<file path="config.mk">
export PLATFORM = sky130hd
export DESIGN_NAME = battery_supervisor_fsm_unit
export DESIGN_NICKNAME = d
export VERILOG_FILES = /design/src/rtl/core/bsup_pkg.sv /design/src/rtl/core/bsup_cfg.sv /design/src/rtl/core/bsup_step.sv /design/src/rtl/core/battery_supervisor_fsm_unit.sv
export SDC_FILE = /design/constraint.sdc
export NUM_CORES = 1
export LEC_CHECK = 0
export BUFFER_PORTS_ARGS = -buffer_cell sky130_fd_sc_hd__buf_4
export CORE_ASPECT_RATIO = 1.25
export CORE_UTILIZATION = 40
export CTS_BUF_LIST = sky130_fd_sc_hd__clkbuf_8
export DETAILED_ROUTE_END_ITERATION = 8
export PLACE_DENSITY = 0.68
export SKIP_CTS_REPAIR_TIMING = 1
export SYNTH_ARGS = -nofsm -noshare
export SYNTH_HDL_FRONTEND = slang
export SYNTH_SLANG_ARGS = --single-unit
</file>
<file path="constraint.sdc">
create_clock -name clk -period 2.7 [get_ports clk]
set_input_delay 0.135 -clock clk [delete_from_list [all_inputs] [get_ports clk]]
set_output_delay 0.135 -clock clk [all_outputs]
set_load 0.02 [all_outputs]
</file>
<file path="src/rtl/core/bsup_pkg.sv">
// ----------------------------------------------------------------------------
// Battery supervisor package
// Shared types, state codes and register indexes of the battery supervisor.
// ----------------------------------------------------------------------------
`default_nettype none

package bsup_pkg;

    localparam int CFG_INDEX_WIDTH = 3;
    localparam int CFG_DATA_WIDTH  = 16;

    localparam logic [CFG_INDEX_WIDTH-1:0] CFG_SHORT_WAIT   = 3'd0;
    localparam logic [CFG_INDEX_WIDTH-1:0] CFG_MEDIUM_WAIT  = 3'd1;
    localparam logic [CFG_INDEX_WIDTH-1:0] CFG_VOLT_MAX     = 3'd2;
    localparam logic [CFG_INDEX_WIDTH-1:0] CFG_VOLT_MIN     = 3'd3;
    localparam logic [CFG_INDEX_WIDTH-1:0] CFG_TEMP_MAX     = 3'd4;
    localparam logic [CFG_INDEX_WIDTH-1:0] CFG_TEMP_MIN     = 3'd5;
    localparam logic [CFG_INDEX_WIDTH-1:0] CFG_LEAVE_ERROR  = 3'd6;

    localparam logic [2:0] ST_UNINIT         = 3'd0;
    localparam logic [2:0] ST_INITIALIZATION = 3'd1;
    localparam logic [2:0] ST_INITIALIZED    = 3'd2;
    localparam logic [2:0] ST_STANDBY        = 3'd3;
    localparam logic [2:0] ST_ERROR          = 3'd4;

    localparam logic [1:0] SUB_ENTRY                 = 2'd0;
    localparam logic [1:0] SUB_CHECK_FLAGS_INTERLOCK = 2'd1;
    localparam logic [1:0] SUB_INTERLOCK_CHECKED     = 2'd2;
    localparam logic [1:0] SUB_CHECK_FLAGS           = 2'd3;

    localparam logic [1:0] PEND_NONE  = 2'd0;
    localparam logic [1:0] PEND_INIT  = 2'd1;
    localparam logic [1:0] PEND_ERROR = 2'd2;

    localparam logic [1:0] REQ_INIT  = 2'd0;
    localparam logic [1:0] REQ_ERROR = 2'd1;

    localparam logic FUNC_TICK    = 1'b0;
    localparam logic FUNC_REQUEST = 1'b1;

    localparam logic [1:0] STATUS_OK      = 2'd0;
    localparam logic [1:0] STATUS_PENDING = 2'd1;
    localparam logic [1:0] STATUS_ILLEGAL = 2'd2;
    localparam logic [1:0] STATUS_ALREADY = 2'd3;

    localparam logic [1:0] ILCK_NONE  = 2'd0;
    localparam logic [1:0] ILCK_CLOSE = 2'd1;
    localparam logic [1:0] ILCK_OPEN  = 2'd2;

    localparam logic [7:0] ILLEGAL_COUNT_MAX = 8'hFF;

    typedef struct packed {
        logic               func;
        logic [1:0]         request;
        logic [15:0]        cell_mv_high;
        logic [15:0]        cell_mv_low;
        logic signed [15:0] cell_temp_high;
        logic signed [15:0] cell_temp_low;
        logic [7:0]         safety_flags;
        logic [12:0]        system_error_flags;
    } in_item_t;

    typedef struct packed {
        logic [1:0] request_status;
        logic [2:0] machine_state;
        logic [1:0] machine_substate;
        logic [1:0] interlock_command;
        logic       init_done;
        logic       volt_high_alarm;
        logic       volt_low_alarm;
        logic       over_temperature;
        logic       under_temperature;
        logic       safety_any;
        logic       error_any;
        logic [7:0] illegal_count;
    } out_item_t;

    typedef struct packed {
        logic [7:0]         short_wait;
        logic [7:0]         medium_wait;
        logic [15:0]        volt_max_limit;
        logic [15:0]        volt_min_limit;
        logic signed [15:0] temp_max_limit;
        logic signed [15:0] temp_min_limit;
        logic               leave_error_enable;
    } cfg_regs_t;

    typedef struct packed {
        logic [2:0] main_state;
        logic [1:0] sub_state;
        logic [7:0] wait_timer;
        logic [1:0] pending_request;
        logic       init_finished;
        logic [7:0] illegal_requests;
    } sup_state_t;

endpackage

`default_nettype wire

</file>
<file path="src/rtl/core/bsup_cfg.sv">
// ----------------------------------------------------------------------------
// Battery supervisor configuration registers
// Holds the wait times, limits and recovery enable written over the
// configuration channel.
// ----------------------------------------------------------------------------
`default_nettype none

module bsup_cfg
    import bsup_pkg::*;
(
    input  wire logic                       clk,
    input  wire logic                       rst_n,
    input  wire logic                       wr_en,
    input  wire logic [CFG_INDEX_WIDTH-1:0] wr_index,
    input  wire logic [CFG_DATA_WIDTH-1:0]  wr_data,
    output cfg_regs_t                       regs
);

    cfg_regs_t regs_reg;
    cfg_regs_t regs_next;

    always_comb
    begin
        regs_next = regs_reg;
        if (wr_en)
        begin
            unique case (wr_index)
                CFG_SHORT_WAIT:  regs_next.short_wait         = wr_data[7:0];
                CFG_MEDIUM_WAIT: regs_next.medium_wait        = wr_data[7:0];
                CFG_VOLT_MAX:    regs_next.volt_max_limit     = wr_data;
                CFG_VOLT_MIN:    regs_next.volt_min_limit     = wr_data;
                CFG_TEMP_MAX:    regs_next.temp_max_limit     = $signed(wr_data);
                CFG_TEMP_MIN:    regs_next.temp_min_limit     = $signed(wr_data);
                CFG_LEAVE_ERROR: regs_next.leave_error_enable = wr_data[0];
                default:         regs_next = regs_reg;
            endcase
        end
    end

    always_ff @(posedge clk or negedge rst_n)
    begin
        if (!rst_n)
        begin
            regs_reg.short_wait         <= 8'd1;
            regs_reg.medium_wait        <= 8'd10;
            regs_reg.volt_max_limit     <= 16'd4200;
            regs_reg.volt_min_limit     <= 16'd2500;
            regs_reg.temp_max_limit     <= 16'sd55;
            regs_reg.temp_min_limit     <= -16'sd20;
            regs_reg.leave_error_enable <= 1'b0;
        end
        else
        begin
            regs_reg <= regs_next;
        end
    end

    assign regs = regs_reg;

endmodule

`default_nettype wire

</file>
<file path="src/rtl/core/bsup_step.sv">
// ----------------------------------------------------------------------------
// Battery supervisor step logic
// Computes the next supervisor state and the result of one transaction from
// the current state, the configuration and the incoming item.
// ----------------------------------------------------------------------------
`default_nettype none

module bsup_step
    import bsup_pkg::*;
(
    input  wire sup_state_t cur,
    input  wire cfg_regs_t  cfg,
    input  wire in_item_t   item,
    output sup_state_t      nxt,
    output out_item_t       res
);

    logic [7:0] timer_dec;
    logic       flagged;
    logic       run;
    logic [1:0] status;
    logic [1:0] ilck;
    logic       ov;
    logic       uv;
    logic       ot;
    logic       ut;
    logic       s_any;
    logic       e_any;

    assign timer_dec = cur.wait_timer - 8'd1;

    always_comb
    begin
        nxt     = cur;
        status  = STATUS_OK;
        ilck    = ILCK_NONE;
        ov      = 1'b0;
        uv      = 1'b0;
        ot      = 1'b0;
        ut      = 1'b0;
        s_any   = 1'b0;
        e_any   = 1'b0;
        flagged = 1'b0;
        run     = 1'b0;

        if (item.func == FUNC_REQUEST)
        begin
            if (item.request == REQ_ERROR)
            begin
                nxt.pending_request = PEND_ERROR;
            end
            else if (cur.pending_request != PEND_NONE)
            begin
                status = STATUS_PENDING;
            end
            else if (item.request == REQ_INIT)
            begin
                if (cur.main_state == ST_UNINIT)
                begin
                    nxt.pending_request = PEND_INIT;
                end
                else
                begin
                    status = STATUS_ALREADY;
                end
            end
            else
            begin
                status = STATUS_ILLEGAL;
            end
        end
        else
        begin
            s_any   = |item.safety_flags;
            e_any   = |item.system_error_flags;
            flagged = s_any | e_any;
            if (cur.main_state != ST_UNINIT)
            begin
                ov = item.cell_mv_high > cfg.volt_max_limit;
                uv = item.cell_mv_low < cfg.volt_min_limit;
                ot = $signed(item.cell_temp_high) > $signed(cfg.temp_max_limit);
                ut = $signed(item.cell_temp_low) < $signed(cfg.temp_min_limit);
            end

            run = 1'b1;
            if (cur.wait_timer != 8'd0)
            begin
                nxt.wait_timer = timer_dec;
                run            = (timer_dec == 8'd0);
            end

            if (run)
            begin
                unique case (cur.main_state)
                    ST_UNINIT:
                    begin
                        nxt.pending_request = PEND_NONE;
                        if (cur.pending_request == PEND_INIT)
                        begin
                            nxt.wait_timer = cfg.short_wait;
                            nxt.main_state = ST_INITIALIZATION;
                            nxt.sub_state  = SUB_ENTRY;
                        end
                        else if (cur.pending_request != PEND_NONE &&
                                 cur.illegal_requests != ILLEGAL_COUNT_MAX)
                        begin
                            nxt.illegal_requests = cur.illegal_requests + 8'd1;
                        end
                    end
                    ST_INITIALIZATION:
                    begin
                        nxt.wait_timer = cfg.short_wait;
                        nxt.main_state = ST_INITIALIZED;
                        nxt.sub_state  = SUB_ENTRY;
                    end
                    ST_INITIALIZED:
                    begin
                        nxt.init_finished = 1'b1;
                        nxt.wait_timer    = cfg.short_wait;
                        nxt.main_state    = ST_STANDBY;
                        nxt.sub_state     = SUB_ENTRY;
                    end
                    ST_STANDBY:
                    begin
                        unique case (cur.sub_state)
                            SUB_ENTRY:
                            begin
                                ilck           = ILCK_CLOSE;
                                nxt.wait_timer = cfg.medium_wait;
                                nxt.sub_state  = SUB_CHECK_FLAGS_INTERLOCK;
                            end
                            SUB_CHECK_FLAGS_INTERLOCK:
                            begin
                                nxt.wait_timer = cfg.short_wait;
                                if (flagged)
                                begin
                                    nxt.main_state = ST_ERROR;
                                    nxt.sub_state  = SUB_ENTRY;
                                end
                                else
                                begin
                                    nxt.sub_state = SUB_INTERLOCK_CHECKED;
                                end
                            end
                            SUB_INTERLOCK_CHECKED:
                            begin
                                nxt.wait_timer = cfg.short_wait;
                                nxt.sub_state  = SUB_CHECK_FLAGS;
                            end
                            default:
                            begin
                                if (flagged)
                                begin
                                    nxt.wait_timer = cfg.short_wait;
                                    nxt.main_state = ST_ERROR;
                                    nxt.sub_state  = SUB_ENTRY;
                                end
                            end
                        endcase
                    end
                    ST_ERROR:
                    begin
                        if (cur.sub_state == SUB_ENTRY)
                        begin
                            ilck           = ILCK_OPEN;
                            nxt.wait_timer = cfg.medium_wait;
                            nxt.sub_state  = SUB_CHECK_FLAGS;
                        end
                        else if (cur.sub_state == SUB_CHECK_FLAGS &&
                                 !flagged && cfg.leave_error_enable)
                        begin
                            ilck           = ILCK_CLOSE;
                            nxt.wait_timer = cfg.medium_wait;
                            nxt.main_state = ST_STANDBY;
                            nxt.sub_state  = SUB_ENTRY;
                        end
                    end
                    default:
                    begin
                    end
                endcase
            end
        end

        res.request_status    = status;
        res.machine_state     = nxt.main_state;
        res.machine_substate  = nxt.sub_state;
        res.interlock_command = ilck;
        res.init_done         = nxt.init_finished;
        res.volt_high_alarm   = ov;
        res.volt_low_alarm    = uv;
        res.over_temperature  = ot;
        res.under_temperature = ut;
        res.safety_any        = s_any;
        res.error_any         = e_any;
        res.illegal_count     = nxt.illegal_requests;
    end

endmodule

`default_nettype wire

</file>
<file path="src/rtl/core/battery_supervisor_fsm_unit.sv">
// ----------------------------------------------------------------------------
// Battery supervisor state machine
// Safety supervisor for a battery pack: checks state requests, flags limit
// violations on ticks and steps the init, standby and error sequence.
//
// Usage: every transaction on the input channel (in_valid, in_ready, in_data)
// is either a tick carrying measurements and flags or a state request. Each
// input transaction produces exactly one result transaction on the output
// channel (out_valid, out_ready, out_data), in order.
// The supervisor state is updated in the cycle an item is accepted and the
// result is held in an output register, so the result appears in the cycle
// after acceptance. One item is accepted per cycle while the output register
// is empty or being drained; the single output register is what bounds this.
// When the receiver stalls, the pending result is held and in_ready drops
// once that register is full, so no result is ever lost or repeated.
// The configuration channel (cfg_valid, cfg_ready, cfg_index, cfg_data) is
// always ready and writes one register per transaction; indexes beyond the
// last register are ignored. Reset returns the machine to uninitialized,
// clears the timer, pending request and counters, and restores the default
// wait times and limits. No clearing pass follows reset.
// ----------------------------------------------------------------------------
`default_nettype none

module battery_supervisor_fsm_unit
    import bsup_pkg::*;
(
    input  wire logic                       clk,
    input  wire logic                       rst_n,
    input  wire logic                       in_valid,
    output logic                            in_ready,
    input  wire in_item_t                   in_data,
    output logic                            out_valid,
    input  wire logic                       out_ready,
    output out_item_t                       out_data,
    input  wire logic                       cfg_valid,
    output logic                            cfg_ready,
    input  wire logic [CFG_INDEX_WIDTH-1:0] cfg_index,
    input  wire logic [CFG_DATA_WIDTH-1:0]  cfg_data
);

    cfg_regs_t  cfg;
    sup_state_t state_reg;
    sup_state_t state_next;
    out_item_t  res_next;
    out_item_t  res_reg;
    logic       valid_reg;
    logic       accept;

    assign cfg_ready = 1'b1;
    assign in_ready  = !valid_reg || out_ready;
    assign accept    = in_valid && in_ready;

    bsup_cfg u_cfg (
        .clk      (clk),
        .rst_n    (rst_n),
        .wr_en    (cfg_valid),
        .wr_index (cfg_index),
        .wr_data  (cfg_data),
        .regs     (cfg)
    );

    bsup_step u_step (
        .cur  (state_reg),
        .cfg  (cfg),
        .item (in_data),
        .nxt  (state_next),
        .res  (res_next)
    );

    always_ff @(posedge clk or negedge rst_n)
    begin
        if (!rst_n)
        begin
            state_reg.main_state       <= ST_UNINIT;
            state_reg.sub_state        <= SUB_ENTRY;
            state_reg.wait_timer       <= 8'd0;
            state_reg.pending_request  <= PEND_NONE;
            state_reg.init_finished    <= 1'b0;
            state_reg.illegal_requests <= 8'd0;
            valid_reg                  <= 1'b0;
        end
        else
        begin
            if (accept)
            begin
                state_reg <= state_next;
                valid_reg <= 1'b1;
            end
            else if (out_ready)
            begin
                valid_reg <= 1'b0;
            end
        end
    end

    always_ff @(posedge clk)
    begin
        if (accept)
        begin
            res_reg <= res_next;
        end
    end

    assign out_valid = valid_reg;
    assign out_data  = res_reg;

    // A close command is issued only on the way into or inside standby.
    assert property (@(posedge clk) disable iff (!rst_n)
        (valid_reg && res_reg.interlock_command == ILCK_CLOSE)
            |-> res_reg.machine_state == ST_STANDBY)
        else $error("close command outside standby");

    // An open command is issued only when entering the error sequence.
    assert property (@(posedge clk) disable iff (!rst_n)
        (valid_reg && res_reg.interlock_command == ILCK_OPEN)
            |-> (res_reg.machine_state == ST_ERROR &&
                 res_reg.machine_substate == SUB_CHECK_FLAGS))
        else $error("open command outside error entry");

    // Once initialization has finished it never clears.
    assert property (@(posedge clk) disable iff (!rst_n)
        state_reg.init_finished |=> state_reg.init_finished)
        else $error("init_finished cleared");

    // The illegal-request counter never decreases.
    assert property (@(posedge clk) disable iff (!rst_n)
        accept |=> state_reg.illegal_requests >= $past(state_reg.illegal_requests))
        else $error("illegal request counter decreased");

    // A rejected request result carries no voltage alarm, safety or error flags.
    assert property (@(posedge clk) disable iff (!rst_n)
        (valid_reg && res_reg.request_status != STATUS_OK)
            |-> !(res_reg.volt_high_alarm || res_reg.volt_low_alarm ||
                  res_reg.safety_any || res_reg.error_any))
        else $error("flags set on a request result");

endmodule

`default_nettype wire
</file>
Word level (Yosys, flattened, before mapping)
Cells that the tools add are included.
W data, S select, Z words.
- bits in registers: 130
- bits in latches: 0
- memory bits (writable): 0
- memory bits (read-only): 0
- output and inout bits: 27
- logic and storage cells: 126
- memories: 0
- $add $sub $neg: 2
- multiply operators: 0
- divide/modulo/power cells: 0
- $lt $le $gt $ge: 4
- eq/ne operators: 18
- shifts and indexed selects: 0
- multiplexer cells: 36
- bitwise logic cells: 4
- reduce and logical (&&, ||, !) cells: 35
- operators with widths (cell ; number):
    $pmux W13 S5 ; 1
    $mux W13 ; 4
    $mux W8 ; 5
    $gt A16 B16 Y1 ; 2
    $lt A16 B16 Y1 ; 2
    $pmux W10 S3 ; 1
    $mux W24 ; 1
    $mux W2 ; 10
    $reduce_and A2 Y1 ; 8
    $reduce_or A13 Y1 ; 1
    $eq A3 B2 Y1 const B ; 4
    $eq A3 B3 Y1 const B ; 4
    $mux W10 ; 1
    $mux W9 ; 1
    $add A8 B1 Y8 const B ; 1
    $logic_not A8 Y1 ; 1
    $mux W1 ; 8
    $ne A8 B8 Y1 const B ; 1
    $reduce_bool A2 Y1 ; 4
    $reduce_bool A8 Y1 ; 1
    $reduce_or A2 Y1 ; 4
    $reduce_or A8 Y1 ; 1
    $sub A8 B1 Y8 const B ; 1
    $eq A2 B1 Y1 const B ; 3
    other kinds (17) ; 29

Longest topological paths before layout
Gate-level depths: netlist (run 1).
- depth after elaboration: 10
- depth in mapped cells: 10

By module
From an unflattened synthesis (run 1), not the netlist that was laid out.
- cells, all modules: 738
- area total of the unflattened synthesis: 8172.8 um^2
- modules (own cells, without submodules) (module ; instances ; cells an instance ; area an instance (um^2) ; sequential area each (um^2)):
    bsup_cfg ; 1 ; 177 ; 3241.9 ; 2064.5
    bsup_step ; 1 ; 480 ; 3174.3 ; 0.0
    battery_supervisor_fsm_unit ; 1 ; 81 ; 1756.7 ; 1346.3

Worst setup path before layout (run 1)
No wires, ideal clock.
- path type: register to register
- start point: register state_reg[12] (netlist bit)
- end point: register res_reg, in the netlist out_data[1], data pin
- setup time: 0.260 ns
- arrival time: 2.306 ns
- required time: 2.440 ns
- path slack: 0.133 ns
- stages on the path, launching flop included: 9
- period minus slack after synthesis: 2.567 ns
- cell sequence: dfrtp_1 > inv_1 > ha_1 > or3b_1 > o31a_1 > nor2_4 > nand3_4 > nor2_2 > mux2_4
- RTL lines (element ; line ; source):
    from (decl) ; battery_supervisor_fsm_unit.sv:42 ; sup_state_t state_reg;
    from (signal assigned) ; battery_supervisor_fsm_unit.sv:86 ; state_reg <= state_next;
    to (signal assigned) ; battery_supervisor_fsm_unit.sv:100 ; res_reg <= res_next;
    to (decl) ; battery_supervisor_fsm_unit.sv:45 ; out_item_t res_reg;

==> run_results.csv, run 1 <==
group,metric,value,unit
power,p_leak,4.44,nW
sta,grt_setup_unrepaired,"false",
sta,period_share,95.6,%
cts,htreeDepth,4,
placed_design,numPortBuffers,137,
cts,clock_sinks,130,
cells_and_area,largest_reg_flops,81,
sta,relSlewSlack,60.4,%
floorplan,placementRows,56,
setup_path,worstReg2RegStart,"state_reg[12]",
sta,final.setup_skew,0.0103,ns
outcome,violations,"hold timing",
yosys,synth_xor_area_share,1.71,%
cts,cts_buffers,17,
global_routing,grt_overflow_total,0,
cts,root_buffer,"clkbuf_8",
global_routing,antenna_found_initial,0,
setup_path,path_class,"reg2reg",
cells_and_area,postLayoutCoreUtil,51.8,%
yosys,synthSimpleGateAreaFrac,14.0,%
sta,setup_viol,0,
yosys,synthMuxAreaShare,9.38,%
sta,hold_viol_final,1,
min_path,worstHoldEndpoint,"state_reg[10]",
sta,worst_pin_slew,0.594,ns
global_routing,grtUsageTotal,20.4,%
floorplan,ios,139,
detailed_routing,ant_nets,0,
floorplan,die-height,157,µm
cts,cts_tree,"yes",
setup_path,reg2reg_to,"out_data[18]",
placed_design,place_congestion,0.937,
detailed_routing,drcViolationCount,0,
floorplan,start_util,40.9,%
setup_path,arrival,2.77,ns
min_path,holdCritPathClass,"in2reg",
detailed_routing,dr.pass1.iters,8,
cts,path_clk_slew,0.08,ns
yosys,yosysSeqAreaShare,44.4,%
global_routing,grt_pass1_vias,6289,
detailed_routing,vias,6294,
floorplan,core-area,18800,µm²
cells_and_area,diodes,0,
cts,clock_path_buffers,2,
placed_design,dp.cells,1127,
yosys,yosys_warnings,0,
global_routing,grt_max_degree,107,
cells_and_area,area_delta_synth_final,26.7,%
cells_and_area,drive_gt1_share,32.8,%
yosys,syn_area,7680,µm²
cells_and_area,fin_nets,1111,
detailed_routing,vias_per_cell,5.34,
setup_path,ff2ff_path_depth,9,
yosys,synth_top_family_by_area,"compound AO/OA/AOI/OAI gates",
run,maxCapViolations,0,
yosys,yosys.area_share.adder,10.6,%
placed_design,dpl.hpwl,14600,µm
yosys,synth_edf_count,24,
sta,timing.hold.ws,-0.0114,ns
yosys,synth.net_count,932,
cells_and_area,fin_cells,1179,
global_routing,grt_first_pass_wirelength,31300,µm
setup_path,start_kind,"register",
outcome,status,"finished with violations",
floorplan,die_x,126,µm
sta,max_freq,387,MHz
setup_path,end_kind,"register",
setup_path,worst-r2r-setup-slack,0.12,ns
yosys,synth_compound_area_share,15.1,%
cts,clk_latency,0.45,ns
detailed_routing,post_drt_wl_per_cell,16.5,µm
cells_and_area,fillers,1708,
yosys,yosysMostFrequentCell,"nand2_1",
yosys,yosys-top-cells-area,"dfrtp_1 (25%), ha_1 (11%), dfstp_2 (10%)",
yosys,yosys.area.top_type_share,24.7,%
yosys,yosysUniqueCellTypes,75,
yosys,ys.flop_type,"dfrtp_1",
sta,slew_viol_final,0,
power,ir_worst_vdd,0.389,mV
yosys,ys_async_sr_fraction,81.5,%
detailed_routing,routed_wl,19400,µm
min_path,min_from,"in_data[85]",
yosys,ys_ff_latch,130,
power,powerDensity,629,nW/µm²
floorplan,fp.dieArea,19800,µm²
yosys,syn_area_per_cell,10.2,µm²
yosys,synth_cells,755,
setup_path,cp_max_fo,6,
min_path,whs_path_depth,3,
yosys,synthTopCellsByCount,"nand2_1 (82), dfrtp_1 (76), inv_1 (72), ha_1 (65), o21ai_0 (65)",
setup_path,critPathRequiredTime,2.89,ns
detailed_routing,drtIter0Drc,441,
yosys,yosys.area.top_type,"dfrtp_1",
sta,post-route-min-period,2.58,ns
## layout make-up
| type | count | area (µm²) | area share, % |
|---|---|---|---|
| Clock buffer | 18 | 248 | 2.55 |
| Clock inverter | 14 | 129 | 1.32 |
| Inverter | 73 | 274 | 2.82 |
| Multi-Input combinational cell | 528 | 3940 | 40.5 |
| Sequential cell | 130 | 3410 | 35.0 |
| Tap cell | 232 | 290 | 2.98 |
| Timing Repair Buffer | 184 | 1440 | 14.8 |
## cells by family after synthesis
group                    Yosys count
AND/OR/NAND/NOR                  207
AO/OA/AOI/OAI                    177
flip-flops                       130
buffers and inverters             97
adder cells (fa/ha/maj)           65
multiplexers                      63
XOR/XNOR                          15
other                              1
## per-stage QoR
step           setup slack [ns]  total power (W)  cell area [µm²]  hold WS, ns  setup TNS [ns]
2_1_floorplan             0.133          0.00385             7680       -0.161               0
3_3_place_gp             0.0524          0.00443             9130        0.260               0
3_5_place_dp            -0.0154          0.00449             9130        0.270         -0.0209
4_1_cts                 -0.0391          0.00612             9510       -0.230         -0.0685
5_1_grt                  0.0266          0.00653             9730     0.000189               0
6_report                  0.119          0.00612             9730      -0.0114               0
## how the worst max path moves through the flow
stage | endpoint | slack [ns] | from
6_report | out_data[18] | 0.12 | state_reg[12]
5_1_grt | out_data[1] | 0.03 | state_reg[12]
4_1_cts | state_reg[21] | -0.04 | state_reg[12]
3_5_place_dp | state_reg[21] | -0.02 | state_reg[12]
3_3_place_gp | state_reg[21] | 0.05 | state_reg[12]
2_1_floorplan | out_data[1] | 0.13 | state_reg[12]
## worst max-delay path, cell delays in order, from the launching register on
cell	delay, ns
dfrtp_1	0.43
inv_2	0.11
ha_4	0.16
or3b_1	0.38
o31a_1	0.30
or2_4	0.29
nor3_4	0.21
a21oi_1	0.11
a211oi_2	0.25
a21oi_1	0.08
## layout by cell type (no fill, tap or decap), drive strengths merged, types with 7 or more instances in the layout
cell	n
a21o	19
a21oi	27
a31oi	7
buf	164
clkbuf	18
dfrtp	76
dfstp	30
dlygate4sd3	20
edfxtp	24
ha	65
inv	78
mux2	60
nand2	82
nand2b	7
nand3	11
nand4	14
nor2	31
nor2b	9
nor3	16
nor4	7
o21ai	67
o31ai	8
xnor2	13
## where the power goes
group | internal (W) | switching [W] | total, W
logic | 0.000880 | 0.000943 | 0.00182
registers | 0.00243 | 0.000268 | 0.00270
clock network | 0.000762 | 0.000841 | 0.00160
## metal layers
metal / up-vias / wire length [µm] / GRT usage (%) / part of all wire [%]
met5: - / 0 / 0 / 0
met4: 0 / 449 / 7.57 / 2.3
met3: 40 / 1260 / 5.40 / 6.5
met2: 208 / 9900 / 36.3 / 51
met1: 2978 / 7810 / 23.4 / 40
li1: 3068 / - / - / -
(Power assumes the default switching activity.)
==> inputs of run 2 (changes only) <==
--- a/config.mk
+++ b/config.mk
@@ -11,6 +11,8 @@
 export CTS_BUF_LIST = sky130_fd_sc_hd__clkbuf_8
 export DETAILED_ROUTE_END_ITERATION = 8
 export PLACE_DENSITY = 0.68
+export RECOVER_POWER = 25
+export SETUP_SLACK_MARGIN = 0.02
 export SKIP_CTS_REPAIR_TIMING = 1
 export SYNTH_ARGS = -nofsm -noshare
 export SYNTH_HDL_FRONTEND = slang
==> run_results.csv, run 2 (synthesized netlist as in run 1, its figures left out) <==
group,metric,value,unit
power,power.switching,0.00205,W
global_routing,antenna_found_initial,0,
detailed_routing,drtIter0Drc,408,
power,total_power,0.00612,W
detailed_routing,post_drt_wl_per_cell,16.5,µm
cts,root_buffer,"clkbuf_8",
sta,max_freq,389,MHz
placed_design,dpl.hpwl,14600,µm
power,p_int,0.00406,W
sta,slew_viol_final,0,
cells_and_area,stdcell_area,9710,µm²
detailed_routing,vias,6283,
sta,final.setup_skew,0.0104,ns
cells_and_area,fin_nets,1111,
power,comb_power_share,29.7,%
floorplan,placementRows,56,
setup_path,cp-startpoint,"state_reg[12]",
power,swShare,33.6,%
floorplan,core-area,18800,µm²
sta,grt_setup_unrepaired,"false",
global_routing,grt_pass1_vias,6289,
placed_design,dp.cells,1127,
placed_design,place_congestion,0.937,
cts,path_clk_slew,0.08,ns
power,p_seq_share,44.0,%
detailed_routing,dr.pass1.iters,7,
placed_design,numPortBuffers,137,
sta,relSlewSlack,0.315,%
setup_path,cp_max_fo,8,
cells_and_area,largest_reg_flops,81,
setup_path,end_kind,"register",
floorplan,die-height,157,µm
global_routing,grt_max_degree,107,
setup_path,worstReg2RegStart,"state_reg[12]",
setup_path,arrival,2.79,ns
sta,setup_viol,0,
floorplan,fp.dieArea,19800,µm²
sta,hold_viol_final,1,
cts,clock_sinks,130,
power,ir_worst_vdd,0.388,mV
detailed_routing,vias_per_cell,5.33,
min_path,holdCritPathClass,"in2reg",
cts,htreeDepth,4,
sta,timing.hold.ws,-0.0123,ns
floorplan,die_x,126,µm
outcome,status,"finished with violations",
run,maxCapViolations,0,
cells_and_area,postLayoutCoreUtil,51.7,%
power,p_leak,4.42,nW
outcome,violations,"hold timing",
cts,clk_latency,0.45,ns
global_routing,grtUsageTotal,20.4,%
cells_and_area,area_delta_synth_final,26.4,%
setup_path,path_class,"reg2reg",
placed_design,dpl_cell_area,9130,µm²
cts,cts_buffers,17,
sta,final.setup.tns,0,ns
floorplan,start_util,40.9,%
min_path,min_from,"in_data[85]",
sta,post-route-min-period,2.57,ns
global_routing,grt_overflow_total,0,
cells_and_area,fin_cells,1179,
sta,worst_pin_slew,1.50,ns
detailed_routing,routed_wl,19400,µm
cells_and_area,final_cell_mix,"buf_4 (160), nand2_1 (81), dfrtp_1 (76), inv_1 (71), o21ai_0 (65)",
setup_path,critPathRequiredTime,2.91,ns
power,pwr-share-clk,26.2,%
cells_and_area,diodes,0,
cts,clock_path_buffers,2,
cells_and_area,layout_commonest_cell,"buf_4",
global_routing,grt_first_pass_wirelength,31300,µm
setup_path,start_kind,"register",
detailed_routing,ant_nets,0,
sta,period_share,95.2,%
power,powerDensity,630,nW/µm²
floorplan,ios,139,
detailed_routing,drcViolationCount,0,
cells_and_area,drive_gt1_share,32.4,%
cts,cts_tree,"yes",
cells_and_area,fillers,1712,
## run 2: worst paths after layout
path / slack [ns] / cells after the start / end
setup / recovery: 0.13 / 7 / out_data[1]
setup reg to reg: 0.13 / 7 / out_data[1]
hold reg to reg: 0.51 / 1 / u_cfg.regs[43]
max in group asynchronous: 1.06 / 3 / u_cfg.regs[53]
min in group asynchronous: 0.70 / 3 / u_cfg.regs[42]
hold / removal: -0.01 / 3 / state_reg[10]
## run 2: power groups by stage
stage               clock network, W  registers (W)  logic, W
floorplan                          0        0.00267   0.00118
global placement                   0        0.00271   0.00172
detailed placement                 0        0.00273   0.00176
CTS                          0.00165        0.00269   0.00178
global route                 0.00172        0.00274   0.00206
finish                       0.00161        0.00269   0.00182
## run 2: routing by layer
layer	GRT usage (%)	routed length, µm	share of wire [%]
met1	23.4	7770	40
met2	36.3	9890	51
met3	5.40	1300	6.7
met4	7.57	433	2.2
met5	0	0	0
## run 2: metrics by stage
step | hold WS, ns | worst slack [ns]
after floorplan | -0.161 | 0.133
after global placement | 0.260 | 0.0524
after detailed placement | 0.270 | -0.0154
after CTS | -0.230 | -0.0391
after global routing | 0.000189 | 0.0266
final | -0.0123 | 0.129
## run 2: final cells by class
cell class	instances	area, µm²	share of cell area (%)
clock inverters	14	129	1.33
clock buffers	18	248	2.55
multi-input cells	528	3940	40.5
well taps	232	290	2.99
flip-flops and latches	130	3410	35.1
repair buffers	184	1420	14.7
inverters	73	274	2.82
## run 2: worst max-delay path: stages (launching register included)
cell     delay (ns)
dfrtp_1        0.43
or4_4          0.59
or4_4          0.51
o211a_4        0.18
nand3_4        0.13
nor2_2         0.05
buf_4          0.16
mux2_4         0.29
